$ cat src/rtl/rbs_pkg.sv
// Shared types and constants of the request batch scheduler.
// Depends on nothing; the configuration registers, front end, engine and top unit import it.
package rbs_pkg;

  // Command codes on the input channel
  localparam logic [2:0] OP_SUBMIT = 3'd0;
  localparam logic [2:0] OP_STEP   = 3'd1;
  localparam logic [2:0] OP_TOKEN  = 3'd2;
  localparam logic [2:0] OP_FINISH = 3'd3;
  localparam logic [2:0] OP_QUERY  = 3'd4;

  // Request status codes
  localparam logic [2:0] ST_QUEUED   = 3'd0;
  localparam logic [2:0] ST_DECODING = 3'd2;
  localparam logic [2:0] ST_FINISHED = 3'd3;
  localparam logic [2:0] ST_ERROR    = 3'd4;

  // Configuration register indexes
  localparam logic [1:0] REG_BATCH_LIMIT = 2'd0;
  localparam logic [1:0] REG_QUEUE_LIMIT = 2'd1;
  localparam logic [1:0] REG_DEFAULT_NEW = 2'd2;
  localparam logic [1:0] REG_EOS_TOKEN   = 2'd3;

  // Register reset values
  localparam logic [4:0]  BATCH_LIMIT_RST = 5'd8;
  localparam logic [8:0]  QUEUE_LIMIT_RST = 9'd256;
  localparam logic [15:0] DEFAULT_NEW_RST = 16'd256;
  localparam logic [18:0] EOS_TOKEN_RST   = 19'h7FFFF;

  // Substitutes for a zero register value
  localparam logic [4:0] BATCH_ZERO_CAP = 5'd8;
  localparam logic [8:0] QUEUE_ZERO_CAP = 9'd256;

  typedef enum logic [2:0] {
    K_SUBMIT, K_STEP, K_TOKEN, K_FINISH, K_QUERY, K_BAD
  } kind_t;

  typedef struct packed {
    logic [4:0]         batch_limit;
    logic [8:0]         queue_limit;
    logic [15:0]        default_new_tokens;
    logic signed [18:0] eos_token;
  } cfg_t;

  // Classified command handed from front to engine
  typedef struct packed {
    kind_t       kind;
    logic [23:0] req_id;
    logic [15:0] prompt_len;
    logic [15:0] limit;
    logic [17:0] token;
  } cmd_t;

endpackage

$ cat src/rtl/rbs_channels.sv
// Handshake channels of the request batch scheduler: command in, response out.
// Depends on nothing.
interface rbs_cmd_if;
  logic        valid;
  logic        ready;
  logic [2:0]  op;
  logic [23:0] req_id;
  logic [15:0] prompt_len;
  logic [15:0] max_new;
  logic [17:0] token;

  modport source(output valid, op, req_id, prompt_len, max_new, token, input ready);
  modport sink(input valid, op, req_id, prompt_len, max_new, token, output ready);
endinterface


$ cat src/rtl/rbs_front.sv
// Front end: accepts command transactions, classifies them and queues them
// in a two-entry buffer for the engine. Depends on rbs_pkg and rbs_cmd_if.
module rbs_front (
  input  logic           clk,
  input  logic           rst,
  rbs_cmd_if.sink        cmd,
  input  logic [15:0]    default_new_tokens,
  output logic           q_valid,
  output rbs_pkg::cmd_t  q_data,
  input  logic           q_pop
);
  import rbs_pkg::*;

  cmd_t       buf_mem [2];
  logic       wr_ptr;
  logic       rd_ptr;
  logic [1:0] count;
  cmd_t       cls;
  logic       push;

  assign cmd.ready = (count != 2'd2);
  assign push      = cmd.valid & cmd.ready;
  assign q_valid   = (count != 2'd0);
  assign q_data    = buf_mem[rd_ptr];

  // Classify the op and resolve a zero token limit
  always_comb begin
    cls.req_id     = cmd.req_id;
    cls.prompt_len = cmd.prompt_len;
    cls.limit      = (cmd.max_new != 16'd0) ? cmd.max_new : default_new_tokens;
    cls.token      = cmd.token;
    unique case (cmd.op)
      OP_SUBMIT: cls.kind = K_SUBMIT;
      OP_STEP:   cls.kind = K_STEP;
      OP_TOKEN:  cls.kind = K_TOKEN;
      OP_FINISH: cls.kind = K_FINISH;
      OP_QUERY:  cls.kind = K_QUERY;
      default:   cls.kind = K_BAD;
    endcase
  end

  // Store incoming transactions
  always_ff @(posedge clk) begin
    if (push) buf_mem[wr_ptr] <= cls;
  end

  // Advance pointers and occupancy
  always_ff @(posedge clk) begin
    if (rst) begin
      wr_ptr <= 1'b0;
      rd_ptr <= 1'b0;
      count  <= 2'd0;
    end else begin
      if (push) wr_ptr <= ~wr_ptr;
      if (q_pop && q_valid) rd_ptr <= ~rd_ptr;
      count <= count + {1'b0, push} - {1'b0, q_pop && q_valid};
    end
  end

endmodule

$ cat src/flat_wrapper.sv
// flat-port wrapper written by rule: the top's interface ports become plain ports
module rbs_front_flat import rbs_pkg::*;
  (clk, rst, default_new_tokens, q_valid, q_data, q_pop, cmd_valid, cmd_op, cmd_req_id, cmd_prompt_len, cmd_max_new, cmd_token, cmd_ready);
  rbs_cmd_if cmd_i ();
  input  logic clk;
  input  logic rst;
  input  logic [15:0] default_new_tokens;
  output logic q_valid;
  output rbs_pkg::cmd_t q_data;
  input  logic q_pop;
  input wire logic [$bits(cmd_i.valid)-1:0] cmd_valid;
  input wire logic [$bits(cmd_i.op)-1:0] cmd_op;
  input wire logic [$bits(cmd_i.req_id)-1:0] cmd_req_id;
  input wire logic [$bits(cmd_i.prompt_len)-1:0] cmd_prompt_len;
  input wire logic [$bits(cmd_i.max_new)-1:0] cmd_max_new;
  input wire logic [$bits(cmd_i.token)-1:0] cmd_token;
  output wire logic [$bits(cmd_i.ready)-1:0] cmd_ready;
  assign cmd_i.valid = cmd_valid;
  assign cmd_i.op = cmd_op;
  assign cmd_i.req_id = cmd_req_id;
  assign cmd_i.prompt_len = cmd_prompt_len;
  assign cmd_i.max_new = cmd_max_new;
  assign cmd_i.token = cmd_token;
  assign cmd_ready = cmd_i.ready;
  rbs_front u_core (.clk(clk), .rst(rst), .cmd(cmd_i), .default_new_tokens(default_new_tokens), .q_valid(q_valid), .q_data(q_data), .q_pop(q_pop));
endmodule
$ cat config.mk
export PLATFORM = sky130hd
export DESIGN_NAME = rbs_front_flat
export DESIGN_NICKNAME = d
export VERILOG_FILES = /design/src/rtl/rbs_pkg.sv /design/src/rtl/rbs_channels.sv /design/src/rtl/rbs_front.sv /design/src/flat_wrapper.sv
export SDC_FILE = /design/constraint.sdc
export NUM_CORES = 1
export LEC_CHECK = 0
export BUFFER_PORTS_ARGS = -buffer_cell sky130_fd_sc_hd__buf_2
export CAP_MARGIN = 20
export CORE_MARGIN = 5
export CORE_UTILIZATION = 51
export CTS_BUF_LIST = sky130_fd_sc_hd__clkbuf_16
export CTS_CLUSTER_DIAMETER = 60
export DETAILED_ROUTE_END_ITERATION = 12
export PLACE_DENSITY = 0.79
export SYNTH_ARGS = -nofsm -noshare
export SYNTH_HDL_FRONTEND = slang
export SYNTH_SLANG_ARGS = --single-unit
export TNS_END_PERCENT = 30
$ cat constraint.sdc
create_clock -name clk -period 3.8 [get_ports clk]
set_input_delay 0.38 -clock clk [delete_from_list [all_inputs] [get_ports clk]]
set_output_delay 0.38 -clock clk [all_outputs]
set_load 0.05 [all_outputs]
==> flow_metrics.tcl <==
set metrics [dict create \
    internal_power_uw 3770 \
    cts_setup_buffers 0 \
    grt_busiest_layer "met2" \
    clockBufferDepth 2 \
    row_count 39 \
    p_comb_frac 0.328 \
    synth.avg_cell_area_um2 20.6 \
    setup_viol 0 \
    end_kind "output port" \
    final_hold_viol_count 0 \
    viasPerCell 5.12 \
    grt_pass1_wl_um 17600 \
    numClockSinks 159 \
    remaining_drc_errors 0 \
    rsz0062_at_grt "no" \
    whs_endpoint "u_core.buf_mem[1][63]" \
    peakVddDrop_mv 0.483 \
    synth_nets 391 \
    antenna_found_initial 0 \
    insertedDiodeCount 0 \
    p_sw_frac 0.361 \
    overflow 0 \
    synth_top_family_by_area "multiplexers" \
    coreArea_mm2 0.0115 \
    skew_ns 0.00398 \
    cts_tree "yes" \
    clock_latency_ns 0.41 \
    die_w_um 118 \
    dieArea_mm2 0.0140 \
    synth_cells 292 \
    ioPinCount 176 \
    wl_um 11300 \
    final_nets 576 \
    synth_fa_ha_area_frac 0.00417 \
    drv_cap 0 \
    pre_cts_ws_ns 1.61 \
    path_clk_slew_ns 0.06 \
    whs_path_depth 1 \
    cp-start-kind "register" \
    postCtsHoldBufs 0 \
    synth_area_mm2 0.00600 \
    grt_use_met1 0.190 \
    cts_made_buffers 17 \
    power.leakage_uw 0.00295 \
    arrival_ns 2.12 \
    cts_root_buf "clkbuf_16" \
    worstReg2RegEnd "u_core.buf_mem[0][76]" \
    synthToLayoutAreaGrowth_pct 26.1 \
    r2r_cells 4 \
    crit_fanout 77 \
    r2r_start "u_core.count[0]" \
    p_switching_uw 2130 \
    layout_commonest_cell "buf_2" \
    max_stage_delay_ns 0.99 \
    maxSlewViolCount 0 \
    grt.met2_usage 0.263 \
    grt_util_all_layers 0.162 \
    synth_seq_cells 159 \
    cts_resized 0 \
    yosys.area_share.xor_xnor 0.00292 \
    cts_max_level 4 \
    grt_pass1_vias 3525 \
    yosysTopAreaCellShare 0.770 \
    wire_per_inst_um 17.9 \
    slowest_stage "dfxtp_4" \
    min_period_ns 2.50 \
    pwr-share-clk 0.271 \
    synth_compound_area_frac 0.0263 \
    fin_crit_sh 0.657 \
    rrSetupSlack_ns 1.65 \
    die-height_um 118 \
    floorplan.initialDensity 0.524 \
    worst_pin_slew_ns 1.01 \
    synth_cell_types 26 \
    hpwlAfterDp_um 7620 \
    min_from "cmd_req_id[13]" \
    route.vias.total 3237 \
    fillers 801 \
    ys_seq_area_frac 0.787 \
    critPathKind "register to output port" \
    yosysTopAreaCell "edfxtp_1" \
    yosys.area_share.simple 0.0169 \
    gr-usage-met3 0.0673 \
    fin_ws_ns 1.30 \
    setup-tns-final_ns 0 \
    yosys-mux-area-fraction 0.144 \
    place_congestion 0.802 \
    ant_nets 0 \
    final_cell_mix "buf_2, edfxtp_1, mux2_2" \
    drt_iter0_drc 231 \
    grt_max_degree 78 \
    drive_gt1_frac 0.589 \
    status "completed" \
    dr.pass1.iters 4 \
    power_frac_seq 0.402 \
    numPortBuffers 175 \
    required_ns 3.42 \
    yosysWarnings 0 \
    fmax_mhz 400 \
    hold_class "primary input to register" \
    pwr_density_cell_mw_per_mm2 779 \
    slew-limit-headroom 0.328 \
    crit_chain "mux2_2 > buf_2" \
    netlist_top_cells_area "edfxtp_1, mux2_2, dfxtp_1" \
]
## registers in the layout (all words and copies together), names as in the netlist, named ones only
register and count:
u_core.count 2, u_core.rd_ptr 1, u_core.wr_ptr 1, u_core.buf_mem 154
## cell type report
type / instances / area [um^2] / share of cell area
Sequential cell: 159 / 4730 / 0.625
Multi-Input combinational cell: 118 / 1170 / 0.155
Timing Repair Buffer: 178 / 918 / 0.121
Clock buffer: 17 / 425 / 0.0562
Tap cell: 143 / 179 / 0.0236
Clock inverter: 14 / 134 / 0.0177
Inverter: 3 / 12.5 / 0.00165
## synth_stat cells (all sizes together)
library cell,instances
a21bo,1
a21o,17
a21oi,1
and2,2
and3,1
and4,1
buf,11
clkbuf,1
dfxtp,5
edfxtp,154
ha,2
inv,3
mux2,77
nand2b,1
nand3b,1
nor2,3
nor2b,2
nor3,1
nor4,4
o21a,1
or2,1
xnor2,1
xor2,1
## routing by layer
metal,part of all wire,vias to the layer above,wire length [um]
met2,0.49,135,5510
met3,0.090,20,1020
met4,0.016,0,183
met1,0.41,1563,4620
li1,-,1519,-
met5,0,-,0
## cell families (layout without fill, tap and decap cells)
logic type,after synthesis,count (layout)
AOI/OAI and AO/OA,20,20
DFF,159,159
and+or+nand+nor,17,17
adders and majority gates,2,2
buffers and inverters,15,212
muxes,77,77
xor gates and xnor gates,2,2
## worst max-delay path by stage
stage | depth (start not counted) | to | from
CTS | 2 | q_data[43] | register
finish | 2 | q_data[64] | register
floorplan | 2 | u_core.buf_mem[1][0] | u_core.count[0]
detailed placement | 4 | u_core.buf_mem[0][50] | u_core.count[0]
global route | 2 | q_data[4] | register
global placement | 4 | u_core.buf_mem[0][50] | u_core.count[0]
## power by group through the flow
stage          logic [uW]  registers [uW]  clock network (uW)
5_1_grt              2030            2400                1710
3_3_place_gp         1920            2400                   0
3_5_place_dp         1940            2420                   0
4_1_cts              1940            2380                1630
2_1_floorplan        1640            2290                   0
6_report             1930            2370                1600
## worst max-delay path: cells and delay by family, from the launching register on
family                 cells  cell delay [ns]
muxes                      1             0.43
buffers and inverters      1             0.21
DFF                        1             0.99
## metrics by stage
step / instances / util / hold slack (ns) / cell area, um^2 / power [uW]
global placement: 600 / 0.609 / 0.497 / 6980 / 4320
CTS: 631 / 0.658 / 0.131 / 7540 / 5960
finish: 632 / 0.660 / 0.157 / 7570 / 5900
global route: 632 / 0.660 / 0.132 / 7570 / 6140
detailed placement: 600 / 0.609 / 0.506 / 6980 / 4350
floorplan: 292 / - / 0.449 / 6000 / 3930
(Power assumes the default switching activity.)
