$ cat src/rtl/rbs_pkg.sv
// Shared types and constants of the request batch scheduler.
// Depends on nothing; the configuration registers, front end, engine and top unit import it.
package rbs_pkg;

  // Command codes on the input channel
  localparam logic [2:0] OP_SUBMIT = 3'd0;
  localparam logic [2:0] OP_STEP   = 3'd1;
  localparam logic [2:0] OP_TOKEN  = 3'd2;
  localparam logic [2:0] OP_FINISH = 3'd3;
  localparam logic [2:0] OP_QUERY  = 3'd4;

  // Request status codes
  localparam logic [2:0] ST_QUEUED   = 3'd0;
  localparam logic [2:0] ST_DECODING = 3'd2;
  localparam logic [2:0] ST_FINISHED = 3'd3;
  localparam logic [2:0] ST_ERROR    = 3'd4;

  // Configuration register indexes
  localparam logic [1:0] REG_BATCH_LIMIT = 2'd0;
  localparam logic [1:0] REG_QUEUE_LIMIT = 2'd1;
  localparam logic [1:0] REG_DEFAULT_NEW = 2'd2;
  localparam logic [1:0] REG_EOS_TOKEN   = 2'd3;

  // Register reset values
  localparam logic [4:0]  BATCH_LIMIT_RST = 5'd8;
  localparam logic [8:0]  QUEUE_LIMIT_RST = 9'd256;
  localparam logic [15:0] DEFAULT_NEW_RST = 16'd256;
  localparam logic [18:0] EOS_TOKEN_RST   = 19'h7FFFF;

  // Substitutes for a zero register value
  localparam logic [4:0] BATCH_ZERO_CAP = 5'd8;
  localparam logic [8:0] QUEUE_ZERO_CAP = 9'd256;

  typedef enum logic [2:0] {
    K_SUBMIT, K_STEP, K_TOKEN, K_FINISH, K_QUERY, K_BAD
  } kind_t;

  typedef struct packed {
    logic [4:0]         batch_limit;
    logic [8:0]         queue_limit;
    logic [15:0]        default_new_tokens;
    logic signed [18:0] eos_token;
  } cfg_t;

  // Classified command handed from front to engine
  typedef struct packed {
    kind_t       kind;
    logic [23:0] req_id;
    logic [15:0] prompt_len;
    logic [15:0] limit;
    logic [17:0] token;
  } cmd_t;

endpackage

$ cat src/rtl/rbs_cfg_regs.sv
// APB configuration registers of the request batch scheduler.
// Depends on rbs_pkg.
module rbs_cfg_regs (
  input  logic          clk,
  input  logic          rst,
  input  logic          psel,
  input  logic          penable,
  input  logic          pwrite,
  input  logic [3:0]    paddr,
  input  logic [31:0]   pwdata,
  output logic [31:0]   prdata,
  output logic          pready,
  output rbs_pkg::cfg_t cfg
);
  import rbs_pkg::*;

  logic       wr;
  logic [1:0] idx;

  assign pready = 1'b1;
  assign wr     = psel & penable & pwrite;
  assign idx    = paddr[3:2];

  // Write the addressed register
  always_ff @(posedge clk) begin
    if (rst) begin
      cfg.batch_limit        <= BATCH_LIMIT_RST;
      cfg.queue_limit        <= QUEUE_LIMIT_RST;
      cfg.default_new_tokens <= DEFAULT_NEW_RST;
      cfg.eos_token          <= EOS_TOKEN_RST;
    end else if (wr) begin
      unique case (idx)
        REG_BATCH_LIMIT: cfg.batch_limit        <= pwdata[4:0];
        REG_QUEUE_LIMIT: cfg.queue_limit        <= pwdata[8:0];
        REG_DEFAULT_NEW: cfg.default_new_tokens <= pwdata[15:0];
        REG_EOS_TOKEN:   cfg.eos_token          <= pwdata[18:0];
        default: ;
      endcase
    end
  end

  // Read back, end token sign-extended
  always_comb begin
    unique case (idx)
      REG_BATCH_LIMIT: prdata = {27'd0, cfg.batch_limit};
      REG_QUEUE_LIMIT: prdata = {23'd0, cfg.queue_limit};
      REG_DEFAULT_NEW: prdata = {16'd0, cfg.default_new_tokens};
      REG_EOS_TOKEN:   prdata = {{13{cfg.eos_token[18]}}, cfg.eos_token};
      default:         prdata = '0;
    endcase
  end

endmodule

$ cat config.mk
export PLATFORM = sky130hd
export DESIGN_NAME = rbs_cfg_regs
export DESIGN_NICKNAME = d
export VERILOG_FILES = /design/src/rtl/rbs_pkg.sv /design/src/rtl/rbs_cfg_regs.sv
export SDC_FILE = /design/constraint.sdc
export NUM_CORES = 1
export LEC_CHECK = 0
export BUFFER_PORTS_ARGS = -buffer_cell sky130_fd_sc_hd__buf_4
export CAP_MARGIN = 20
export CORE_ASPECT_RATIO = 1.5
export CORE_MARGIN = 10
export CORE_UTILIZATION = 40
export CTS_CLUSTER_SIZE = 20
export DETAILED_ROUTE_END_ITERATION = 6
export MAX_ROUTING_LAYER = met4
export PLACE_DENSITY = 0.71
export SYNTH_ARGS = -nofsm -noshare
export SYNTH_HDL_FRONTEND = slang
export SYNTH_SLANG_ARGS = --single-unit
$ cat constraint.sdc
create_clock -name clk -period 1.8 [get_ports clk]
set_input_delay 0.09 -clock clk [delete_from_list [all_inputs] [get_ports clk]]
set_output_delay 0.09 -clock clk [all_outputs]
set_load 0.02 [all_outputs]
==> metrics.json, run 1 <==
{
  "floorplan": {
    "pin_count": 123,
    "initial_utilization": 0.411,
    "floorplan.rows": 35,
    "die_h_um": 117,
    "die_area_um2": 9940,
    "core-area_um2": 6130,
    "die_width_um": 84.8
  },
  "timing": {
    "finalCriticalPeriod_ns": 1.36,
    "grt_setup_unrepaired": "no",
    "hold_viol_final": 0,
    "maxSlewViolCount": 0,
    "period_share": 0.758,
    "setup_total_negative_slack_ns": 0,
    "final.setup_skew_ns": 0,
    "final.setup.worst_slack_ns": 0.436,
    "fmaxAchievable_ghz": 0.733,
    "final-setup-viol-count": 0
  },
  "cells_and_area": {
    "flow.area_growth_from_synthesis_pct": 33.3,
    "core_util_final": 0.548,
    "seq_area_um2": 981,
    "largest_register_ffs": 49,
    "max_flop_register": "cfg",
    "final_net_count": 380,
    "drive_above_1_share": 0.391,
    "largestRegisters": "cfg x49",
    "layout.filler_cells": 584,
    "area_occupied_by_multi_input_gates_um2": 1320,
    "n_antenna_cell": 0,
    "finish.instance_area_um2": 3360
  },
  "worst_hold_path": {
    "min-delay-path-class": "in2reg"
  },
  "yosys": {
    "yosysSeqAreaShare": 0.389,
    "synthesis.instances": 251,
    "synthFlopType": "sky130_fd_sc_hd__dfxtp_1",
    "synth-seq-cells": 49,
    "post_synth_instance_area_um2": 2520,
    "synth_async_sr_flop_share": 0,
    "synth_top_cells_by_count": "sky130_fd_sc_hd__mux2i_1, sky130_fd_sc_hd__dfxtp_1, sky130_fd_sc_hd__nor2_1",
    "synthesis.yosys.warnings": 0,
    "synth_top_cells_by_area": "sky130_fd_sc_hd__dfxtp_1, sky130_fd_sc_hd__mux2i_1, sky130_fd_sc_hd__nand2b_1, sky130_fd_sc_hd__nor2_1, sky130_fd_sc_hd__buf_4",
    "most_frequent_cell_after_synthesis": "sky130_fd_sc_hd__mux2i_1",
    "syn_avg_cell_area_um2": 10.0,
    "post-synth-top-area-fraction": 0.389,
    "synth_top_cell_by_area": "sky130_fd_sc_hd__dfxtp_1",
    "synth_cell_type_count": 23,
    "count_of_flip_flops_with_a_built_in_enable_after_synthesis": 0,
    "syn-num-nets": 292
  },
  "cts": {
    "post_cts.repair.setup_buffers": 0,
    "cts.hold.buffers_added": 0,
    "clk-insertion-delay-late_ns": 0.30,
    "cts_max_level": 2,
    "clock-sinks": 49,
    "clkTransAtPathRegs_ns": 0.10,
    "clockRootBuffer": "sky130_fd_sc_hd__clkbuf_8",
    "tritoncts": "built",
    "clk_path_buf_depth": 2,
    "cts_buf_count": 5,
    "post_cts.resized_instances": 0
  },
  "global_routing": {
    "globalRoute.totalOverflow": 0,
    "use_met1": 0.147,
    "globalRouteMet3Util": 0.0485,
    "first_pass_grt_wire_length_mm": 10.7,
    "grt_usage": 0.135,
    "first_global_vias": 2096,
    "most_utilized_layer_in_the_global_route_result": "met2",
    "antenna_found_initial": 0,
    "gr-usage-met2": 0.233,
    "grt_start_max_net_pins": 55
  },
  "setup_path": {
    "critical-path-max-stage-delay_ns": 0.40,
    "cp-end-kind": "primary output",
    "worst_setup_path_start_kind": "register",
    "timing.critical_path.max_delay_family": "simple AND/OR/NAND/NOR gates",
    "critical_path_class": "reg2out",
    "cp_slowest_cell": "sky130_fd_sc_hd__and3_1",
    "timing.critical_path.cells": "and3_1, buf_4",
    "path_max_fanout": 14,
    "timing.critical_path.arrival_ns": 1.27,
    "critical_path.n_buffers_inverters": 1,
    "timing.critical_path.required_ns": 1.71
  },
  "route": {
    "detailedRoute.firstPassIterationCount": 3,
    "post_detailed_route_drc_marker_count": 0,
    "wl_per_cell_um": 15.9,
    "vias": 2000,
    "drt_wl_total_mm": 6.59,
    "drtAntennaViolNets": 0,
    "number_of_drc_markers_in_iteration_0": 86,
    "post_drt_via_cell_ratio": 4.83
  },
  "outcome": {
    "outcome": "finished clean"
  },
  "placement": {
    "postPlaceCellArea_um2": 3240,
    "detailed_place_hpwl_mm": 5.09,
    "placement.setup.worst_slack_ns": 0.391,
    "port_buffers": 106,
    "globalplace.congestion": 0.725
  },
  "power_and_ir_drop": {
    "vdd_ir_drop_max_mv": 0.691,
    "finalPower_mw": 2.32,
    "power.static_leakage_nw": 1.52,
    "p_per_area_nw_per_um2": 690
  },
  "job": {
    "timing.max_cap.violations": 0
  }
}
-- worst min-delay path: stages --
cell and delay, ns:
sky130_fd_sc_hd__buf_4 0.08, sky130_fd_sc_hd__nor2_1 0.03, sky130_fd_sc_hd__mux2i_1 0.11
-- per-layer routing --
metal	routed length, um	share of wire
met1	2680	0.41
met2	3380	0.51
met5	0	0
met4	17	0.0026
met3	512	0.078
-- worst paths after layout --
path / from / end / slack (ns) / cells after the start
max: cfg[18] / prdata[26] / 0.44 / 2
min: pwdata[2] / cfg[2] / 0.05 / 3
max reg2reg: cfg[48] / cfg[48] / 1.02 / 2
min reg2reg: cfg[39] / cfg[39] / 0.50 / 2
-- report_power, final --
part / internal (mW) / switching (mW)
combinational: 0.182 / 0.206
sequential: 1.10 / 0.0110
clock: 0.452 / 0.369
total: 1.73 / 0.586
-- layout by cell type, fill, tap and decap left out --
master                       instances
sky130_fd_sc_hd__and3_1              3
sky130_fd_sc_hd__bufinv_16           1
sky130_fd_sc_hd__nor2b_1             7
sky130_fd_sc_hd__nand4_1             1
sky130_fd_sc_hd__nor3b_2             1
sky130_fd_sc_hd__mux2i_1            56
sky130_fd_sc_hd__nand3_4             1
sky130_fd_sc_hd__nor2_1             41
sky130_fd_sc_hd__and2b_1             1
sky130_fd_sc_hd__or2b_1              6
sky130_fd_sc_hd__a22o_1              4
sky130_fd_sc_hd__conb_1              1
sky130_fd_sc_hd__buf_4             113
sky130_fd_sc_hd__dfxtp_1            49
sky130_fd_sc_hd__mux4_2              5
sky130_fd_sc_hd__nor2_8              1
sky130_fd_sc_hd__nand2b_1           36
sky130_fd_sc_hd__nand2_1             1
sky130_fd_sc_hd__mux2_2              4
sky130_fd_sc_hd__clkbuf_8            6
sky130_fd_sc_hd__or3_1               1
sky130_fd_sc_hd__clkinvlp_4          1
-- stage by stage --
step / std cells / hold slack [ns]
3_3_place_gp: 406 / 0.348
3_5_place_dp: 406 / 0.362
4_1_cts: 414 / 0.0433
5_1_grt: 414 / 0.0397
6_report: 414 / 0.0481
2_1_floorplan: 251 / 0.245
-- final cells by class --
type	instances	area share
clock buffers	6	0.0246
clock inverters	2	0.0112
multi-input cells	170	0.392
flip-flops and latches	49	0.292
well taps	74	0.0276
repair buffers	113	0.253
-- kinds of logic (layout without fill, tap and decap cells) --
family / after synthesis / after routing / share of synthesized area
simple gates: 100 / 100 / 0.220
mux: 65 / 65 / 0.285
compound gates: 4 / 4 / 0.0139
other cells: 1 / 1 / 0.00149
buf+inv: 32 / 121 / 0.0899
flops: 49 / 49 / 0.389
Note: power is estimated with default switching activity, not from simulation.
==> run 2: changes to the inputs <==
PLACE_DENSITY = 0.74   (was 0.71)
clock period = 1.2 ns   (was 1.8 ns; I/O delays follow)
==> run 2 against run 1 <==
The run now ends with negative setup slack left. Global-route usage is 1.3 points higher. Clock skew is the same. Worst hold slack lost 0.030 ns. Sequential share of layout area is 1.8 points lower. Final cell count grew 7.0%. Non-clock buffer count grew 28. Clock power up 68%. First-iteration DRC count shrank 3.5%. Combinational power up 67%. Sequential power increased by 50%. Register-to-register slack worse by 0.68 ns. Critical endpoint is now prdata[7].
==> metrics.json, run 2 (same netlist as run 1, synthesis figures left out) <==
{
  "cells_and_area": {
    "n_antenna_cell": 0,
    "finish.instance_area_um2": 3690,
    "drive_above_1_share": 0.509,
    "flow.area_growth_from_synthesis_pct": 46.6,
    "final_net_count": 409,
    "final_cell_mix": "sky130_fd_sc_hd__buf_4, sky130_fd_sc_hd__mux2i_1, sky130_fd_sc_hd__nor2_1, sky130_fd_sc_hd__nand2b_1, sky130_fd_sc_hd__dfxtp_2",
    "layout_commonest_cell": "sky130_fd_sc_hd__buf_4",
    "layout.filler_cells": 551,
    "largest_register_ffs": 49,
    "max_flop_register": "cfg",
    "largestRegisters": "cfg x49"
  },
  "setup_path": {
    "critical_path_class": "reg2out",
    "timing.critical_path.cells": "mux2_4, a22o_1, buf_6",
    "critical-path-max-stage-delay_ns": 0.33,
    "cp_slowest_cell": "sky130_fd_sc_hd__dfxtp_2",
    "timing.critical_path.max_delay_family": "flip-flops",
    "critical_path.n_buffers_inverters": 1,
    "cp-end-kind": "primary output",
    "worst_setup_path_start_kind": "register",
    "path_max_fanout": 2,
    "timing.critical_path.arrival_ns": 1.26,
    "timing.critical_path.required_ns": 1.14
  },
  "floorplan": {
    "pin_count": 123,
    "die_h_um": 117,
    "die_width_um": 84.8,
    "die_area_um2": 9940,
    "core-area_um2": 6130,
    "initial_utilization": 0.411,
    "floorplan.rows": 35
  },
  "power_and_ir_drop": {
    "vdd_ir_drop_max_mv": 0.638,
    "p_per_area_nw_per_um2": 998,
    "total_switching_power_mw": 0.891,
    "power.static_leakage_nw": 1.70,
    "share_seq_of_total_power": 0.451,
    "p_comb_frac": 0.176,
    "internal_power_mw": 2.80,
    "net_switching_share_of_the_total_power": 0.242,
    "finalPower_mw": 3.69,
    "power.share.clock": 0.373
  },
  "timing": {
    "final.setup.worst_slack_ns": -0.123,
    "grt_setup_unrepaired": "yes",
    "finalCriticalPeriod_ns": 1.32,
    "period_share": 1.10,
    "hold_viol_final": 0,
    "final.setup_skew_ns": 0,
    "final-setup-viol-count": 9,
    "setup_total_negative_slack_ns": -0.859,
    "fmaxAchievable_ghz": 0.756,
    "maxSlewViolCount": 0
  },
  "route": {
    "vias": 2156,
    "post_drt_via_cell_ratio": 4.87,
    "drt_wl_total_mm": 7.32,
    "number_of_drc_markers_in_iteration_0": 83,
    "post_detailed_route_drc_marker_count": 0,
    "drtAntennaViolNets": 0,
    "wl_per_cell_um": 16.5,
    "detailedRoute.firstPassIterationCount": 4
  },
  "global_routing": {
    "first_global_vias": 2320,
    "grt_usage": 0.148,
    "globalRoute.totalOverflow": 0,
    "grt_start_max_net_pins": 30,
    "antenna_found_initial": 0,
    "first_pass_grt_wire_length_mm": 11.7
  },
  "cts": {
    "cts_max_level": 2,
    "clk-insertion-delay-late_ns": 0.30,
    "tritoncts": "built",
    "clockRootBuffer": "sky130_fd_sc_hd__clkbuf_8",
    "clock-sinks": 49,
    "clkTransAtPathRegs_ns": 0.09,
    "clk_path_buf_depth": 2,
    "cts_buf_count": 5
  },
  "worst_hold_path": {
    "min-delay-path-class": "in2reg"
  },
  "placement": {
    "detailed_place_hpwl_mm": 5.43,
    "globalplace.congestion": 0.767,
    "port_buffers": 106,
    "postPlaceCellArea_um2": 3330
  },
  "outcome": {
    "violated_checks": "negative setup slack",
    "outcome": "complete, but fails checks"
  },
  "job": {
    "timing.max_cap.violations": 0
  }
}
run 2: cell count changes in the layout (fill, tap and decap cells not counted), sizes merged:
cell | before | now
buf | 113 | 141
and3 | 3 | 4
clkbuf | 6 | 5
bufinv | 1 | 2
clkinvlp | 1 | 0
clkinv | 0 | 1
run 2: worst paths after layout:
check | start | to | slack, ns | cells past startpoint
worst max-delay path | cfg[7] | prdata[7] | -0.12 | 3
worst max register to register | cfg[44] | cfg[44] | 0.34 | 3
worst min register to register | cfg[38] | cfg[38] | 0.48 | 2
worst min-delay path | pwdata[2] | cfg[2] | 0.02 | 3
run 2: tightest hold or removal path, cell delays in order:
cell,delay [ns]
sky130_fd_sc_hd__buf_4,0.08
sky130_fd_sc_hd__nor2_1,0.04
sky130_fd_sc_hd__mux2i_1,0.11
run 2: timing repair:
item / in CTS / in global routing
pin swaps: 0 / 1
hold buffers: 0 / 0
cloned: 0 / 1
gates resized for setup: 33 / 4
setup buffers: 18 / 2
endpoints found under the setup margin: 23 / 23
run 2: cell type report:
cell class,count,area (um2),area share
Timing Repair Buffer,141,1120,0.303
Clock buffer,5,68.8,0.0186
Tap cell,74,92.6,0.0251
Clock inverter,3,65.1,0.0176
Sequential cell,49,1010,0.274
Multi-Input combinational cell,171,1340,0.362
run 2: power groups by stage:
stage                     clock, mW  sequential [mW]  combinational [mW]
after floorplan                   0             1.72               0.353
after global placement            0             1.70               0.608
after detailed placement          0             1.70               0.616
after CTS                      1.41             1.66               0.650
after global routing           1.48             1.67               0.698
final                          1.38             1.66               0.649
run 2: routing by layer:
layer,part of all wire,GRT usage,up-vias
met3,0.059,0.0360,5
met2,0.52,0.261,75
met5,0,-,-
li1,-,-,1056
met4,0.011,0.0518,0
met1,0.41,0.159,1020
run 2: metrics by stage:
step                hold slack (ns)  instances  setup WS [ns]   util
global route                 0.0247        443         -0.151  0.602
floorplan                     0.215        251          0.119      -
global placement              0.317        414         0.0587  0.542
CTS                         0.00929        440         -0.115  0.597
detailed placement            0.324        414         0.0531  0.542
finish                       0.0182        443         -0.123  0.602
==> run 3: changes to the inputs <==
CORE_UTILIZATION = 42   (was 40)
PLACE_DENSITY = 0.77   (was 0.74)
==> run 3 against run 2 <==
The flow still finishes with violations (negative setup slack). Largest cell class unchanged. Utilization rose by 3.2 points. Critical endpoint is now prdata[3]. Clock power barely moved. Critical path depth fell by 1.
==> metrics.json, run 3 (same netlist as run 1, synthesis figures left out) <==
{
  "timing": {
    "finalCriticalPeriod_ns": 1.30,
    "final.setup_skew_ns": 0,
    "fmaxAchievable_ghz": 0.769,
    "hold_viol_final": 0,
    "maxSlewViolCount": 0,
    "period_share": 1.08,
    "final-setup-viol-count": 9,
    "final.setup.worst_slack_ns": -0.101,
    "grt_setup_unrepaired": "yes"
  },
  "floorplan": {
    "die_area_um2": 9560,
    "pin_count": 123,
    "initial_utilization": 0.432,
    "die_h_um": 115,
    "die_width_um": 83.2,
    "floorplan.rows": 34,
    "core-area_um2": 5830
  },
  "worst_hold_path": {
    "hold_path.startpoint": "pwdata[17]",
    "min-delay-path-class": "in2reg",
    "min_delay_path_depth": 3,
    "hold-path-endpoint": "cfg[17]"
  },
  "setup_path": {
    "crit_start": "cfg[3]",
    "cp_slowest_cell": "sky130_fd_sc_hd__mux4_2",
    "timing.critical_path.cells": "mux4_2, buf_6",
    "critical_register_to_register_path_startpoint": "cfg[48]",
    "regToRegEndpoint": "cfg[48]",
    "worst_setup_path_start_kind": "register",
    "timing.reg2reg.worst_path_depth": 2,
    "path_max_fanout": 2,
    "setup.reg_to_reg.worst_slack_ns": 0.43,
    "timing.critical_path.arrival_ns": 1.24,
    "timing.critical_path.required_ns": 1.14,
    "critical_path_class": "reg2out",
    "critical-path-max-stage-delay_ns": 0.47,
    "cp-end-kind": "primary output"
  },
  "outcome": {
    "outcome": "complete, but fails checks",
    "violated_checks": "negative setup slack"
  },
  "cells_and_area": {
    "cell_count_final_fillers_out": 438,
    "layout.filler_cells": 497,
    "drive_above_1_share": 0.503,
    "final_cell_mix": "sky130_fd_sc_hd__buf_4, sky130_fd_sc_hd__mux2i_1, sky130_fd_sc_hd__nor2_1, sky130_fd_sc_hd__nand2b_1, sky130_fd_sc_hd__dfxtp_1",
    "max_flop_register": "cfg",
    "largestRegisters": "cfg x49",
    "flow.area_growth_from_synthesis_pct": 46.8,
    "seq_area_um2": 1010,
    "largest_register_ffs": 49,
    "layout_commonest_cell": "sky130_fd_sc_hd__buf_4",
    "final_net_count": 406,
    "n_antenna_cell": 0,
    "area_occupied_by_multi_input_gates_um2": 1350
  },
  "placement": {
    "globalplace.congestion": 0.772,
    "numPlacedInstances": 410,
    "port_buffers": 106,
    "detailed_place_hpwl_mm": 5.31
  },
  "cts": {
    "clk-insertion-delay-late_ns": 0.29,
    "clockRootBuffer": "sky130_fd_sc_hd__clkbuf_8",
    "clkTransAtPathRegs_ns": 0.09,
    "clk_path_buf_depth": 2,
    "clock-sinks": 49,
    "cts_max_level": 2,
    "cts_buf_count": 5,
    "tritoncts": "built",
    "cts.hold.buffers_added": 0
  },
  "power_and_ir_drop": {
    "power.static_leakage_nw": 1.69,
    "p_per_area_nw_per_um2": 995,
    "finalPower_mw": 3.68,
    "vdd_ir_drop_max_mv": 0.733
  },
  "route": {
    "drtAntennaViolNets": 0,
    "post_drt_via_cell_ratio": 4.87,
    "wl_per_cell_um": 16.3,
    "vias": 2131,
    "detailedRoute.firstPassIterationCount": 4,
    "number_of_drc_markers_in_iteration_0": 60,
    "post_detailed_route_drc_marker_count": 0,
    "drt_wl_total_mm": 7.12
  },
  "global_routing": {
    "grt_start_max_net_pins": 48,
    "antenna_found_initial": 0,
    "first_global_vias": 2353,
    "first_pass_grt_wire_length_mm": 11.7,
    "grt_usage": 0.150,
    "globalRoute.totalOverflow": 0
  },
  "job": {
    "timing.max_cap.violations": 0
  }
}
-- run 3: worst max-delay path: cells and delay by family (launching register included) --
| kind | cells | cell delay (ns) |
|---|---|---|
| flops | 1 | 0.33 |
| buf+inv | 1 | 0.15 |
| mux | 1 | 0.47 |
-- run 3: worst max-delay path by stage --
stage,cells after the start,slack (ns),endpoint
after floorplan,2,0.12,prdata[19]
final,2,-0.10,prdata[3]
after global routing,2,-0.15,prdata[3]
after global placement,5,0.08,cfg[35]
after CTS,2,-0.12,prdata[3]
after detailed placement,5,0.02,cfg[37]
-- run 3: power by group --
part	leakage [nW]	total, mW	internal (mW)	switching, mW
clock network	0.0681	1.37	0.828	0.537
registers	0.397	1.66	1.65	0.0148
logic	1.23	0.653	0.325	0.327
total	1.69	3.68	2.80	0.879
-- run 3: through the flow --
step	hold slack (ns)	util	cell area, um2	worst slack, ns	TNS [ns]
2_1_floorplan	0.215	-	2520	0.119	0
3_3_place_gp	0.315	0.572	3330	0.0842	0
3_5_place_dp	0.324	0.572	3330	0.0206	0
4_1_cts	0.00547	0.632	3680	-0.120	-0.824
5_1_grt	0.0294	0.635	3700	-0.152	-1.11
6_report	0.0138	0.635	3700	-0.101	-0.720
-- run 3: what timing repair did --
action / in CTS / in global routing
gates cloned: 1 / 0
gates resized for setup: 32 / 6
pin swaps: 1 / 0
setup endpoints to repair: 23 / 23
buffers inserted: 19 / 0
-- run 3: cell type report --
class                   count  area share
flip-flops and latches     49       0.273
well taps                  72      0.0243
clock inverters             3      0.0176
repair buffers            138       0.303
multi-input cells         171       0.364
clock buffers               5      0.0186
-- run 3: per-layer routing --
layer / GRT usage / vias to the layer above / wire, um
li1: - / 1043 / -
met1: 0.163 / 1000 / 2910
met2: 0.260 / 82 / 3640
met3: 0.0453 / 6 / 503
met4: 0.0387 / 0 / 68
met5: - / - / 0
